==> config.mk <==
export PLATFORM = sky130hd
export DESIGN_NAME = second_based_tick_timekeeper_unit
export DESIGN_NICKNAME = d
export VERILOG_FILES = /design/src/rtl/stkt_pkg.sv /design/src/rtl/stkt_front.sv /design/src/rtl/stkt_queue.sv /design/src/rtl/stkt_back.sv /design/src/rtl/second_based_tick_timekeeper_unit.sv
export SDC_FILE = /design/constraint.sdc
export NUM_CORES = 2
export LEC_CHECK = 0
export ABC_AREA = 1
export BUFFER_PORTS_ARGS = -buffer_cell sky130_fd_sc_hd__clkbuf_2
export CORE_MARGIN = 5
export CORE_UTILIZATION = 55
export CTS_BUF_LIST = sky130_fd_sc_hd__clkbuf_8
export CTS_CLUSTER_SIZE = 10
export DETAILED_ROUTE_END_ITERATION = 16
export PLACE_DENSITY = 0.81
export SETUP_SLACK_MARGIN = 0.15
export SLEW_MARGIN = 20
export SYNTH_ARGS = -nofsm -noshare
export SYNTH_HDL_FRONTEND = slang
export SYNTH_SLANG_ARGS = --single-unit
==> constraint.sdc <==
create_clock -name clk_i -period 13.47 [get_ports clk_i]
set_input_delay 2.694 -clock clk_i [delete_from_list [all_inputs] [get_ports clk_i]]
set_output_delay 2.694 -clock clk_i [all_outputs]
set_load 0.02 [all_outputs]
==> src/rtl/stkt_pkg.sv <==
`default_nettype none
// ----------------------------------------------------------------------------
// stkt_pkg
// Shared types, constants and helpers of the second-based tick timekeeper.
// ----------------------------------------------------------------------------
package stkt_pkg;

  localparam int unsigned CNT_W   = 32;  // width of every running count
  localparam int unsigned TICK_W  = 31;  // reported tick width
  localparam int unsigned CLK_W   = 32;  // core clock register width

  localparam logic [CLK_W-1:0] CLK_HZ_RST = 32'd48000000;

  localparam logic [CNT_W-1:0] MS_PER_S = 32'd1000;
  localparam logic [CNT_W-1:0] US_PER_S = 32'd1000000;

  // Multiplier for cycle count to microsecond scaling (20 bits are enough)
  localparam int unsigned      USK_W    = 20;
  localparam logic [USK_W-1:0] US_K     = 20'd1000000;
  localparam int unsigned      PROD_W   = CNT_W + USK_W;  // dividend width

  // Reciprocal of 1000: x / 1000 == (x * RECIP_K) >> RECIP_SH for 32-bit x
  localparam int unsigned       RECIP_W  = 29;
  localparam logic [RECIP_W-1:0] RECIP_K = 29'd274877907;
  localparam int unsigned       RECIP_SH = 38;
  localparam int unsigned       MSP_W    = CNT_W + RECIP_W;

  // Restoring divider: one quotient bit per cycle
  localparam int unsigned DIV_STEPS = PROD_W;
  localparam int unsigned DIVC_W    = $clog2(DIV_STEPS);

  // Decoupling queue between front and back
  localparam int unsigned QDEPTH = 2;
  localparam int unsigned QPTR_W = (QDEPTH > 1) ? $clog2(QDEPTH) : 1;
  localparam int unsigned QCNT_W = $clog2(QDEPTH + 1);

  // Counter state after one item, as handed to the back end
  typedef struct packed {
    logic [CNT_W-1:0] cycle;
    logic [CNT_W-1:0] sec;
    logic [CNT_W-1:0] milli;
    logic [CNT_W-1:0] micro;
  } stkt_snap_t;

  typedef struct packed {
    logic full;
    logic empty;
  } stkt_qstat_t;

  typedef struct packed {
    logic busy;
  } stkt_bstat_t;

  typedef enum logic [2:0] {
    ST_IDLE,
    ST_MUL,
    ST_DIV,
    ST_SCALE,
    ST_SUM
  } stkt_state_e;

  // A zero frequency behaves as one
  function automatic logic [CLK_W-1:0] stkt_eff_clk(input logic [CLK_W-1:0] hz);
    return (hz == '0) ? CLK_W'(1) : hz;
  endfunction

endpackage
`default_nettype wire

==> src/rtl/stkt_front.sv <==
`default_nettype none
// ----------------------------------------------------------------------------
// stkt_front
// Accepts items, holds the clock register and advances the running counts.
// ----------------------------------------------------------------------------
module stkt_front (
  input  wire logic                     clk_i,
  input  wire logic                     rst_ni,
  input  wire logic                     push,
  output logic                          full,
  input  wire logic                     advance_i,
  input  wire logic                     cfg_valid_i,
  output logic                          cfg_ready_o,
  input  wire logic [stkt_pkg::CLK_W-1:0] core_clock_hz_i,
  output logic [stkt_pkg::CLK_W-1:0]    clk_hz_o,
  input  wire stkt_pkg::stkt_qstat_t    q_stat_i,
  output logic                          q_push_o,
  output stkt_pkg::stkt_snap_t          q_data_o
);
  import stkt_pkg::*;

  logic [CLK_W-1:0] clk_hz_q;
  stkt_snap_t       cnt_q, cnt_d;
  logic [CLK_W-1:0] eff;
  logic             accept;
  logic             wrap;

  assign cfg_ready_o = 1'b1;
  assign clk_hz_o    = clk_hz_q;
  assign full        = q_stat_i.full;
  assign accept      = push && !full;
  assign eff         = stkt_eff_clk(clk_hz_q);
  assign wrap        = cnt_q.cycle >= (eff - CLK_W'(1));

  // Advance the counts; complete a second at the wrap point
  always_comb begin
    cnt_d = cnt_q;
    if (advance_i) begin
      if (wrap) begin
        cnt_d.cycle = '0;
        cnt_d.sec   = cnt_q.sec + CNT_W'(1);
        cnt_d.milli = cnt_q.milli + MS_PER_S;
        cnt_d.micro = cnt_q.micro + US_PER_S;
      end else begin
        cnt_d.cycle = cnt_q.cycle + CNT_W'(1);
      end
    end
  end

  assign q_push_o = accept;
  assign q_data_o = cnt_d;

  // Hold the clock register
  always_ff @(posedge clk_i or negedge rst_ni) begin
    if (!rst_ni) begin
      clk_hz_q <= CLK_HZ_RST;
    end else if (cfg_valid_i) begin
      clk_hz_q <= core_clock_hz_i;
    end
  end

  // Update the counts on each accepted item
  always_ff @(posedge clk_i or negedge rst_ni) begin
    if (!rst_ni) begin
      cnt_q <= '0;
    end else if (accept) begin
      cnt_q <= cnt_d;
    end
  end

endmodule
`default_nettype wire

==> src/rtl/stkt_queue.sv <==
`default_nettype none
// ----------------------------------------------------------------------------
// stkt_queue
// Short first-in first-out queue of count snapshots between front and back.
// ----------------------------------------------------------------------------
module stkt_queue (
  input  wire logic                  clk_i,
  input  wire logic                  rst_ni,
  input  wire logic                  push_i,
  input  wire stkt_pkg::stkt_snap_t  data_i,
  input  wire logic                  pop_i,
  output stkt_pkg::stkt_snap_t       data_o,
  output stkt_pkg::stkt_qstat_t      stat_o
);
  import stkt_pkg::*;

  stkt_snap_t        mem_q [QDEPTH];
  logic [QPTR_W-1:0] wr_ptr_q, rd_ptr_q;
  logic [QCNT_W-1:0] cnt_q;
  logic              do_push, do_pop;

  assign stat_o.full  = (cnt_q == QCNT_W'(QDEPTH));
  assign stat_o.empty = (cnt_q == '0);
  assign do_push      = push_i && !stat_o.full;
  assign do_pop       = pop_i && !stat_o.empty;
  assign data_o       = mem_q[rd_ptr_q];

  function automatic logic [QPTR_W-1:0] ptr_inc(input logic [QPTR_W-1:0] p);
    return (p == QPTR_W'(QDEPTH - 1)) ? '0 : p + QPTR_W'(1);
  endfunction

  // Store the item
  always_ff @(posedge clk_i) begin
    if (do_push) begin
      mem_q[wr_ptr_q] <= data_i;
    end
  end

  // Advance pointers and fill count
  always_ff @(posedge clk_i or negedge rst_ni) begin
    if (!rst_ni) begin
      wr_ptr_q <= '0;
      rd_ptr_q <= '0;
      cnt_q    <= '0;
    end else begin
      if (do_push) begin
        wr_ptr_q <= ptr_inc(wr_ptr_q);
      end
      if (do_pop) begin
        rd_ptr_q <= ptr_inc(rd_ptr_q);
      end
      if (do_push && !do_pop) begin
        cnt_q <= cnt_q + QCNT_W'(1);
      end else if (do_pop && !do_push) begin
        cnt_q <= cnt_q - QCNT_W'(1);
      end
    end
  end

endmodule
`default_nettype wire

==> src/rtl/stkt_back.sv <==
`default_nettype none
// ----------------------------------------------------------------------------
// stkt_back
// Converts the cycle count to sub-second ticks and forms the result item.
// ----------------------------------------------------------------------------
module stkt_back (
  input  wire logic                       clk_i,
  input  wire logic                       rst_ni,
  input  wire logic [stkt_pkg::CLK_W-1:0] clk_hz_i,
  input  wire stkt_pkg::stkt_qstat_t      q_stat_i,
  input  wire stkt_pkg::stkt_snap_t       q_data_i,
  output logic                            q_pop_o,
  output stkt_pkg::stkt_bstat_t           stat_o,
  output logic                            empty,
  input  wire logic                       pop,
  output logic [stkt_pkg::CNT_W-1:0]      seconds_o,
  output logic [stkt_pkg::TICK_W-1:0]     ms_ticks_o,
  output logic [stkt_pkg::TICK_W-1:0]     us_ticks_o
);
  import stkt_pkg::*;

  stkt_state_e       state_q, state_d;
  stkt_snap_t        snap_q;
  logic [PROD_W-1:0] prod_q;
  logic [CNT_W-1:0]  rem_q;
  logic [DIVC_W-1:0] step_q;
  logic [MSP_W-1:0]  msp_q;
  logic [CNT_W-1:0]  off_q;
  logic              out_valid_q;

  logic [CLK_W-1:0]  eff;
  logic [CLK_W:0]    rem_sh;
  logic              ge;
  logic              out_load;
  logic [CNT_W-1:0]  ms_sum, us_sum;

  assign eff    = stkt_eff_clk(clk_hz_i);
  assign rem_sh = {rem_q, prod_q[PROD_W-1]};
  assign ge     = rem_sh >= {1'b0, eff};

  // Next state
  always_comb begin
    state_d = state_q;
    unique case (state_q)
      ST_IDLE:  if (!q_stat_i.empty) state_d = ST_MUL;
      ST_MUL:   state_d = ST_DIV;
      ST_DIV:   if (step_q == DIVC_W'(DIV_STEPS - 1)) state_d = ST_SCALE;
      ST_SCALE: state_d = ST_SUM;
      ST_SUM:   if (!out_valid_q || pop) state_d = ST_IDLE;
      default:  state_d = ST_IDLE;
    endcase
  end

  // Control outputs
  always_comb begin
    q_pop_o     = 1'b0;
    out_load    = 1'b0;
    stat_o.busy = 1'b1;
    unique case (state_q)
      ST_IDLE: begin
        q_pop_o     = !q_stat_i.empty;
        stat_o.busy = 1'b0;
      end
      ST_SUM:   out_load = !out_valid_q || pop;
      default: ;
    endcase
  end

  always_ff @(posedge clk_i or negedge rst_ni) begin
    if (!rst_ni) begin
      state_q <= ST_IDLE;
      step_q  <= '0;
    end else begin
      state_q <= state_d;
      if (state_q == ST_DIV) begin
        step_q <= step_q + DIVC_W'(1);
      end else begin
        step_q <= '0;
      end
    end
  end

  // Datapath: scale, divide one bit per cycle, then split off milliseconds
  always_ff @(posedge clk_i) begin
    unique case (state_q)
      ST_IDLE: begin
        if (q_pop_o) snap_q <= q_data_i;
      end
      ST_MUL: begin
        prod_q <= snap_q.cycle * US_K;
        rem_q  <= '0;
      end
      ST_DIV: begin
        rem_q  <= ge ? CNT_W'(rem_sh - {1'b0, eff}) : rem_sh[CNT_W-1:0];
        prod_q <= {prod_q[PROD_W-2:0], ge};
      end
      ST_SCALE: begin
        off_q <= prod_q[CNT_W-1:0];
        msp_q <= prod_q[CNT_W-1:0] * RECIP_K;
      end
      default: ;
    endcase
  end

  assign ms_sum = snap_q.milli + CNT_W'(msp_q[MSP_W-1:RECIP_SH]);
  assign us_sum = snap_q.micro + off_q;

  // Hold the finished result until it is taken
  always_ff @(posedge clk_i or negedge rst_ni) begin
    if (!rst_ni) begin
      out_valid_q <= 1'b0;
    end else if (out_load) begin
      out_valid_q <= 1'b1;
    end else if (pop) begin
      out_valid_q <= 1'b0;
    end
  end

  always_ff @(posedge clk_i) begin
    if (out_load) begin
      seconds_o  <= snap_q.sec;
      ms_ticks_o <= ms_sum[TICK_W-1:0];
      us_ticks_o <= us_sum[TICK_W-1:0];
    end
  end

  assign empty = !out_valid_q;

endmodule
`default_nettype wire

==> src/rtl/second_based_tick_timekeeper_unit.sv <==
`default_nettype none
// ----------------------------------------------------------------------------
// second_based_tick_timekeeper_unit
// Second-based timekeeper reporting seconds and millisecond/microsecond ticks.
// ----------------------------------------------------------------------------
// Usage:
//   Push one item per core clock cycle (advance_i high counts the cycle).
//   The front end updates the cycle, second, milli and micro counts as the
//   item is accepted and queues a snapshot (two entries deep). The back end
//   turns the cycle count into a microsecond offset with a 32x20 multiply and
//   a restoring divide by the clock frequency, one quotient bit per cycle,
//   then splits off milliseconds with a reciprocal multiply.
//   A result shows when empty goes low. The back end takes one item at a
//   time from the queue and runs its cycle count through the 52-step
//   divider. full rises once the queue holds two items.
//   Results wait in an output register while the receiver does not pop;
//   the back end keeps working and stalls only at its final step.
//   core_clock_hz is written through cfg_valid_i, always ready; write it
//   only while no item is in flight. Reset clears all counts, empties the
//   queue and sets the frequency to 48 MHz.
// ----------------------------------------------------------------------------
module second_based_tick_timekeeper_unit (
  input  wire logic                       clk_i,
  input  wire logic                       rst_ni,
  input  wire logic                       push,
  output logic                            full,
  input  wire logic                       advance_i,
  output logic                            empty,
  input  wire logic                       pop,
  output logic [stkt_pkg::CNT_W-1:0]      seconds_o,
  output logic [stkt_pkg::TICK_W-1:0]     ms_ticks_o,
  output logic [stkt_pkg::TICK_W-1:0]     us_ticks_o,
  input  wire logic                       cfg_valid_i,
  output logic                            cfg_ready_o,
  input  wire logic [stkt_pkg::CLK_W-1:0] core_clock_hz_i
);
  import stkt_pkg::*;

  logic [CLK_W-1:0] clk_hz;
  stkt_qstat_t      q_stat;
  stkt_bstat_t      bk_stat;
  stkt_snap_t       q_wdata, q_rdata;
  logic             q_push, q_pop;

  stkt_front u_front (
    .clk_i           (clk_i),
    .rst_ni          (rst_ni),
    .push            (push),
    .full            (full),
    .advance_i       (advance_i),
    .cfg_valid_i     (cfg_valid_i),
    .cfg_ready_o     (cfg_ready_o),
    .core_clock_hz_i (core_clock_hz_i),
    .clk_hz_o        (clk_hz),
    .q_stat_i        (q_stat),
    .q_push_o        (q_push),
    .q_data_o        (q_wdata)
  );

  stkt_queue u_queue (
    .clk_i  (clk_i),
    .rst_ni (rst_ni),
    .push_i (q_push),
    .data_i (q_wdata),
    .pop_i  (q_pop),
    .data_o (q_rdata),
    .stat_o (q_stat)
  );

  stkt_back u_back (
    .clk_i      (clk_i),
    .rst_ni     (rst_ni),
    .clk_hz_i   (clk_hz),
    .q_stat_i   (q_stat),
    .q_data_i   (q_rdata),
    .q_pop_o    (q_pop),
    .stat_o     (bk_stat),
    .empty      (empty),
    .pop        (pop),
    .seconds_o  (seconds_o),
    .ms_ticks_o (ms_ticks_o),
    .us_ticks_o (us_ticks_o)
  );

  // A result appears only at the end of back-end work
  assert property (@(posedge clk_i) disable iff (!rst_ni)
    $fell(empty) |-> $past(bk_stat.busy))
    else $error("result appeared without back-end work");

  // An idle back end picks up a waiting item
  assert property (@(posedge clk_i) disable iff (!rst_ni)
    (!q_stat.empty && !bk_stat.busy) |=> bk_stat.busy)
    else $error("back end ignored a queued item");

  // An accepted item lands in the queue
  assert property (@(posedge clk_i) disable iff (!rst_ni)
    (push && !full) |=> !q_stat.empty)
    else $error("accepted item lost before the queue");

endmodule
`default_nettype wire

== Word level (Yosys, flattened, before mapping) ==
Memories as Yosys holds them, arrays and structs flattened. A register that Yosys moved wholly into a read port is not among the register bits.
Index checks and enable logic that the tools add are counted.

* Word-level logic and storage cells: 86
* Bits in writable memories: 256
* Flip-flop bits (word level): 444
* Input bits: 38
* Memories: 1
* ROM bits: 0
* Latch bits: 0
* Output and inout port bits: 97

{| class="wikitable"
|+ Memories
! name !! depth !! width !! rd ports !! clocked after memory_dff !! wr ports !! line !! source
|-
| u_queue.mem_q || 2 || 128 || 1 || 1 || 1 || stkt_queue.sv:17 || <nowiki>stkt_snap_t mem_q [QDEPTH];</nowiki>
|}

* Reductions and logical operators: 19
* Shift-type cells: 0
* Equality and inequality tests: 9
* $mul: 2
* Multiplexer cells: 22
* Order comparisons: 2
* Add/subtract/negate cells: 13
* Bitwise operators: 0
* Divide/modulo/power cells: 0

{| class="wikitable"
|+ Operator list
! operator !! count
|-
| 128-bit two-way mux || 1
|-
| 52-bit case mux with 2 select lines || 1
|-
| 32-bit two-way mux || 3
|-
| 96-bit two-way mux || 1
|-
| 32-bit by 1-bit adder with 32-bit output, second input constant || 2
|-
| 32-bit case mux with 2 select lines || 1
|-
| 32-bit by 29-bit multiplier with 61-bit output, second input constant || 1
|-
| 32-bit by 14-bit multiplier with 46-bit output, second input constant || 1
|-
| 33-bit by 32-bit greater-or-equal comparator with 1-bit output || 1
|-
| 32-bit by 10-bit adder with 32-bit output, second input constant || 1
|-
| 32-bit by 20-bit adder with 32-bit output, second input constant || 1
|-
| 32-bit greater-or-equal comparator || 1
|-
| 32-bit logical NOT || 1
|-
| 32-bit by 1-bit subtractor with 32-bit output, second input constant || 1
|-
| 32-bit subtractor || 1
|-
| 31-bit by 23-bit adder with 31-bit output || 1
|-
| 31-bit adder || 1
|-
| 3-bit case mux with 5 select lines || 1
|-
| 3-bit two-way mux || 3
|-
| 1-bit two-way mux || 8
|-
| 6-bit by 1-bit adder with 6-bit output, second input constant || 1
|-
| 3-bit by 2-bit == test with 1-bit output, second input constant || 2
|-
| 6-bit == test, second input constant || 1
|-
| 6-bit two-way mux || 1
|-
| 17 further kinds || 30
|}

== Longest topological paths before layout ==
* Depth after elaboration: 8
* Mapped depth: 28

== Hierarchy ==
Synthesis repeated with hierarchy kept, for this count alone.

* Cells, all modules: 7533
* Area total of the unflattened synthesis: 63850.0 um^2

{| class="wikitable"
|+ By module, submodules not included
! module !! cells each !! area an instance (um^2) !! times used
|-
| stkt_back || 4977 || 42589.6 || 1
|-
| stkt_front || 1856 || 11758.8 || 1
|-
| stkt_queue || 700 || 9501.6 || 1
|}

== Least setup slack after synthesis ==
Ideal clock, no wire load.

* Path type: reg2reg
* Start point: register u_back.state_q[2]
* End point: register u_queue.cnt_q[1]
* Slack: 3529 ps
* Library setup time: 131 ps
* Arrival: 9810 ps
* Stages on the path, launching flop included: 9
* Period minus slack after synthesis: 9941 ps
* Required time: 13339 ps
* Path through: dfrtp_1 -> nor2_1 -> inv_1 -> nor3_1 -> inv_1 -> ha_1 -> a21oi_1 -> o21ai_0 -> xor2_1

* Cells in the longest elaborated chain, start to end: 6
* Elaborated cells on any way between the ends: 8
* Those cells by class: mux (2); reduce/logical (6)

{| class="wikitable"
|+ Ends and longest elaborated chain
! element !! line !! source
|-
| start, declared || stkt_back.sv:22 || <nowiki>stkt_state_e state_q, state_d;</nowiki>
|-
| start signal, assigned || stkt_back.sv:74 || <nowiki>state_q <= state_d;</nowiki>
|-
| 3-bit logical NOT (*) || stkt_back.sv:59 || <nowiki>unique case (state_q)</nowiki>
|-
| 1-bit two-way mux (*) || stkt_back.sv:59 ||
|-
| 1-bit logical AND (*) || stkt_queue.sv:25 || <nowiki>assign do_pop = pop_i && !stat_o.empty;</nowiki>
|-
| net u_queue.do_pop || stkt_queue.sv:20 || <nowiki>logic do_push, do_pop;</nowiki>
|-
| 1-bit logical NOT || stkt_queue.sv:52 || <nowiki>if (do_push && !do_pop) begin</nowiki>
|-
| 1-bit logical AND || stkt_queue.sv:52 ||
|-
| 2-bit two-way mux / 2-bit nonzero test (equally long branches) || -- ||
|-
| end signal, assigned || stkt_queue.sv:53 || <nowiki>cnt_q <= cnt_q + QCNT_W'(1);</nowiki>
|-
| end signal, assigned || stkt_queue.sv:55 || <nowiki>cnt_q <= cnt_q - QCNT_W'(1);</nowiki>
|-
| end, declared || stkt_queue.sv:19 || <nowiki>logic [QCNT_W-1:0] cnt_q;</nowiki>
|}

The timed path passes the listed nets; every way through them passes the cells marked *.
A chain may end at the register's enable or synchronous reset.

== Worst setup path after layout ==
* Start point: register u_back.prod_q[19]
* End point: register u_back.msp_q[59] (data pin)

* Cells in the longest elaborated chain, start to end: 1

{| class="wikitable"
|+ Ends and longest elaborated chain
! element !! line !! source
|-
| start, declared || stkt_back.sv:24 || <nowiki>logic [PROD_W-1:0] prod_q;</nowiki>
|-
| start signal, assigned || stkt_back.sv:90 || <nowiki>prod_q <= snap_q.cycle * US_K;</nowiki>
|-
| start signal, assigned || stkt_back.sv:95 || <nowiki>prod_q <= {prod_q[PROD_W-2:0], ge};</nowiki>
|-
| 32-bit by 29-bit multiplier with 61-bit output || stkt_back.sv:99 || <nowiki>msp_q <= prod_q[CNT_W-1:0] * RECIP_K;</nowiki>
|-
| end signal, assigned || stkt_back.sv:99 ||
|-
| end, declared || stkt_back.sv:27 || <nowiki>logic [MSP_W-1:0] msp_q;</nowiki>
|}

Every way passes these cells.

==> Implementation_results.wiki <==
{| class="wikitable"
! Metric !! Value
|-
| Global placement routability congestion || about 1.0
|-
| Count of state elements after synthesis || between 700 and 800
|-
| R2R setup slack || between 6000 and 7000 ps
|-
| CTS buffer count || 131
|-
| Result of the run || finished clean
|-
| Net count after synthesis || between 7000 and 8000
|-
| Slew of the pin with the lowest slew margin || 1061 ps
|-
| Seq. cell area || approximately 22000 um2
|-
| Pin count of the biggest net entering global routing || between 90 and 100
|-
| Post-synthesis to final-layout area growth || 8.045%
|-
| Number of DRC violations after detailed routing || 0
|-
| Num Clock Sinks || roughly 750
|-
| Count of input and output buffers || ~130
|-
| Detailed-route vias per instance || approximately 5.5
|-
| Category of the critical setup timing path || reg2reg
|-
| Clock skew || between 60 and 70 ps
|-
| Global-route wire length before repair || around 250000 um
|-
| Slew Viols, Final || 0
|-
| Clock Latency Late Sink || between 800 and 900 ps
|-
| First drt pass iteration count || 8
|-
| Share of the synthesized area in the top cell type || between 20% and 30%
|-
| Number of flops mapped to enable cells by yosys || between 500 and 600
|-
| Die X || ~340 um
|-
| Synth cell types || 60
|-
| Number of antenna violations at the first check in global routing || 4
|-
| Resized cells post-CTS || 0
|-
| Leading cell types by total area after synthesis || edfxtp_1, fa_1, ha_1
|-
| Routed vias || 46130
|-
| Post-synthesis cell type with the largest combined area || edfxtp_1
|-
| Filler Cell Count || roughly 9100
|-
| Warnings, synthesis || 0
|-
| Final layout net count || roughly 8000
|-
| Initial Utilization || roughly 55%
|-
| Maximum achievable frequency || about 150 MHz
|-
| Post-detailed-route count of antenna-violating nets || 0
|-
| Mean instance size in the synthesized netlist || roughly 8.9 um2
|-
| Overall die height || approximately 340 um
|-
| Setup-failing EPs final || 0
|-
| Post-CTS setup buffer count || 0
|-
| Worst EP arrival || 7440 ps
|-
| Kind of launch point of the worst setup path || flop
|-
| Routed length per instance || around 19 um
|-
| Setup repair after global routing missed its margin || no
|-
| Setup total negative slack || 0 ps
|-
| Endpoint required time on the critical path || roughly 14000 ps
|-
| GRT Overall Usage || between 20 and 30%
|-
| Buffer type at the clock tree root || clkbuf_8
|-
| Number of core rows || roughly 120
|-
| Hold Buf Count CTS || 0
|-
| Hold Path Class || reg2reg
|-
| Maximum fanout along the worst path || 12
|-
| Total core area || approximately 110000 um2
|-
| Dominant synthesized flop cell || edfxtp_1
|-
| Area of the die || approximately 120000 um2
|-
| Final period utilization || 50.79%
|-
| Via count of the first global-routing pass || between 40000 and 50000
|-
| Mapped Area || ~60000 um2
|-
| Clock tree from TritonCTS || done
|-
| IO Count || between 100 and 150
|-
| Critical path capture point type || flop
|-
| Area occupied by multi-input gates || 33220 um2
|-
| Number of max-capacitance violations reported || 0
|-
| Post-synthesis async set-or-reset flop share || 21.85%
|-
| Maximum number of buffers from clock root to sink || 3
|-
| Utilization after layout || around three fifths
|-
| Relative slew slack || slightly below 30%
|-
| Final hold vios || 0
|-
| Most frequent cell after synthesis || nand2_1
|-
| DP HPWL || between 100000 and 150000 um
|-
| Sequential-to-total area share from yosys stat || 36.08%
|-
| Final wirelength || ~160000 um
|-
| Final critical delay including setup and external delays || ~7000 ps
|-
| Fraction of final layout cells with drive strength greater than 1 || approximately 6.1%
|-
| Global route total overflow || 0
|-
| Clock slew seen by the registers of the worst setup and hold paths || roughly 60 ps
|-
| Clock H-tree levels || 4
|-
| Initial DRC Count || 3841
|-
| Gate count after technology mapping || around 6700
|-
| Most used standard cells in the synthesized netlist || nand2_1, inv_1, ha_1, edfxtp_1, nor2_1
|}
-- flip-flops by register name, summed over array words and instances (netlist names), 6 cells and up --
name and flops:
u_back.msp_q 23, u_queue.mem_q 234, u_back.off_q 31, u_front.clk_hz_o 32, u_back.us_ticks_o 31, u_back.snap_q 117
u_back.rem_q 32, u_back.seconds_o 32, u_back.prod_q 52, u_front.cnt_q 117, u_back.ms_ticks_o 31, u_back.step_q 6
-- cells by family after synthesis --
family | after synthesis | synth area share [%]
simple gates | 2859 | 20.09
buf+inv | 1326 | 8.526
fa+ha+maj | 1092 | 28.29
flops | 746 | 36.08
compound gates | 564 | 5.054
xor+xnor | 133 | 1.946
other cells | 1 | 0.006264
-- cell usage in the layout, fill, tap and decap left out, types with 21 or more instances in the layout --
cell | netlist | final
xor2_1 | 94 | 94
clkbuf_8 | 0 | 140
nor3_1 | 82 | 81
o21bai_1 | 27 | 27
inv_1 | 1202 | 1242
dfrtp_1 | 153 | 152
nand3b_1 | 21 | 21
edfxtp_1 | 583 | 583
nand2_1 | 1706 | 1706
clkbuf_2 | 1 | 131
fa_1 | 436 | 436
and2_1 | 26 | 26
buf_4 | 17 | 27
nor2_1 | 486 | 481
nand4_1 | 141 | 141
ha_1 | 656 | 656
nand3_1 | 309 | 309
a21oi_1 | 243 | 243
xnor2_1 | 39 | 39
o21ai_0 | 220 | 220
clkinv_2 | 0 | 25
-- metal layers --
metal / routed length (um) / share of wire, % / global-route usage, % / up-vias
li1: - / - / - / 22040
met1: 68060 / 43 / 36.95 / 22180
met2: 75050 / 47 / 45.49 / 1614
met3: 10680 / 6.7 / 4.962 / 296
met4: 5099 / 3.2 / 8.496 / 0
met5: 0 / 0 / 0 / -
-- cell type report --
class / count / share of cell area [%]
Multi-Input combinational cell: 4649 / 51.37
Sequential cell: 746 / 33.40
Inverter: 1207 / 7.009
Clock buffer: 140 / 2.979
Tap cell: 1414 / 2.735
Timing Repair Buffer: 159 / 1.345
Clock inverter: 99 / 1.141
Antenna cell: 6 / 0.02321
-- path summary, 6_finish.rpt --
kind / start / to / depth (start not counted)
setup reg to reg: u_back.prod_q[19] / u_back.msp_q[59] / 22
setup / recovery: u_back.prod_q[19] / u_back.msp_q[59] / 22
max in group asynchronous: rst_ni / u_back.state_q[0] / 2
min in group asynchronous: rst_ni / u_front.cnt_q[81] / 1
hold reg to reg: u_back.snap_q[81] / u_back.seconds_o[17] / 0
hold / removal: u_back.snap_q[81] / u_back.seconds_o[17] / 0
-- worst max-delay path, stage by stage, from the launching register on --
cell	delay (ps)
edfxtp_1	780
ha_1	400
fa_1	460
fa_1	550
inv_1	50
fa_1	500
inv_1	50
fa_1	520
fa_1	440
fa_1	550
inv_1	50
fa_1	490
inv_1	40
ha_1	320
nand2_1	120
nor2_1	160
inv_1	70
nor2_1	190
nand2_1	70
o21ai_0	450
nand2_1	150
nand3_1	120
nand2_1	50
-- per-stage QoR --
step | hold slack (ps) | worst slack, ps | instances | instance area, um2
floorplan | 400.3 | 3529 | 6721 | 59860
global placement | 401.8 | 6725 | 8175 | 62000
detailed placement | 404.5 | 6631 | 8175 | 62000
CTS | 412.6 | 6636 | 8414 | 64660
global route | 417.4 | 6281 | 8416 | 64670
finish | 414.2 | 6628 | 8420 | 64680
Power is left out: the tool's default activity adds up to more than one toggle a clock period on the data nets, which glitch-free logic cannot reach.
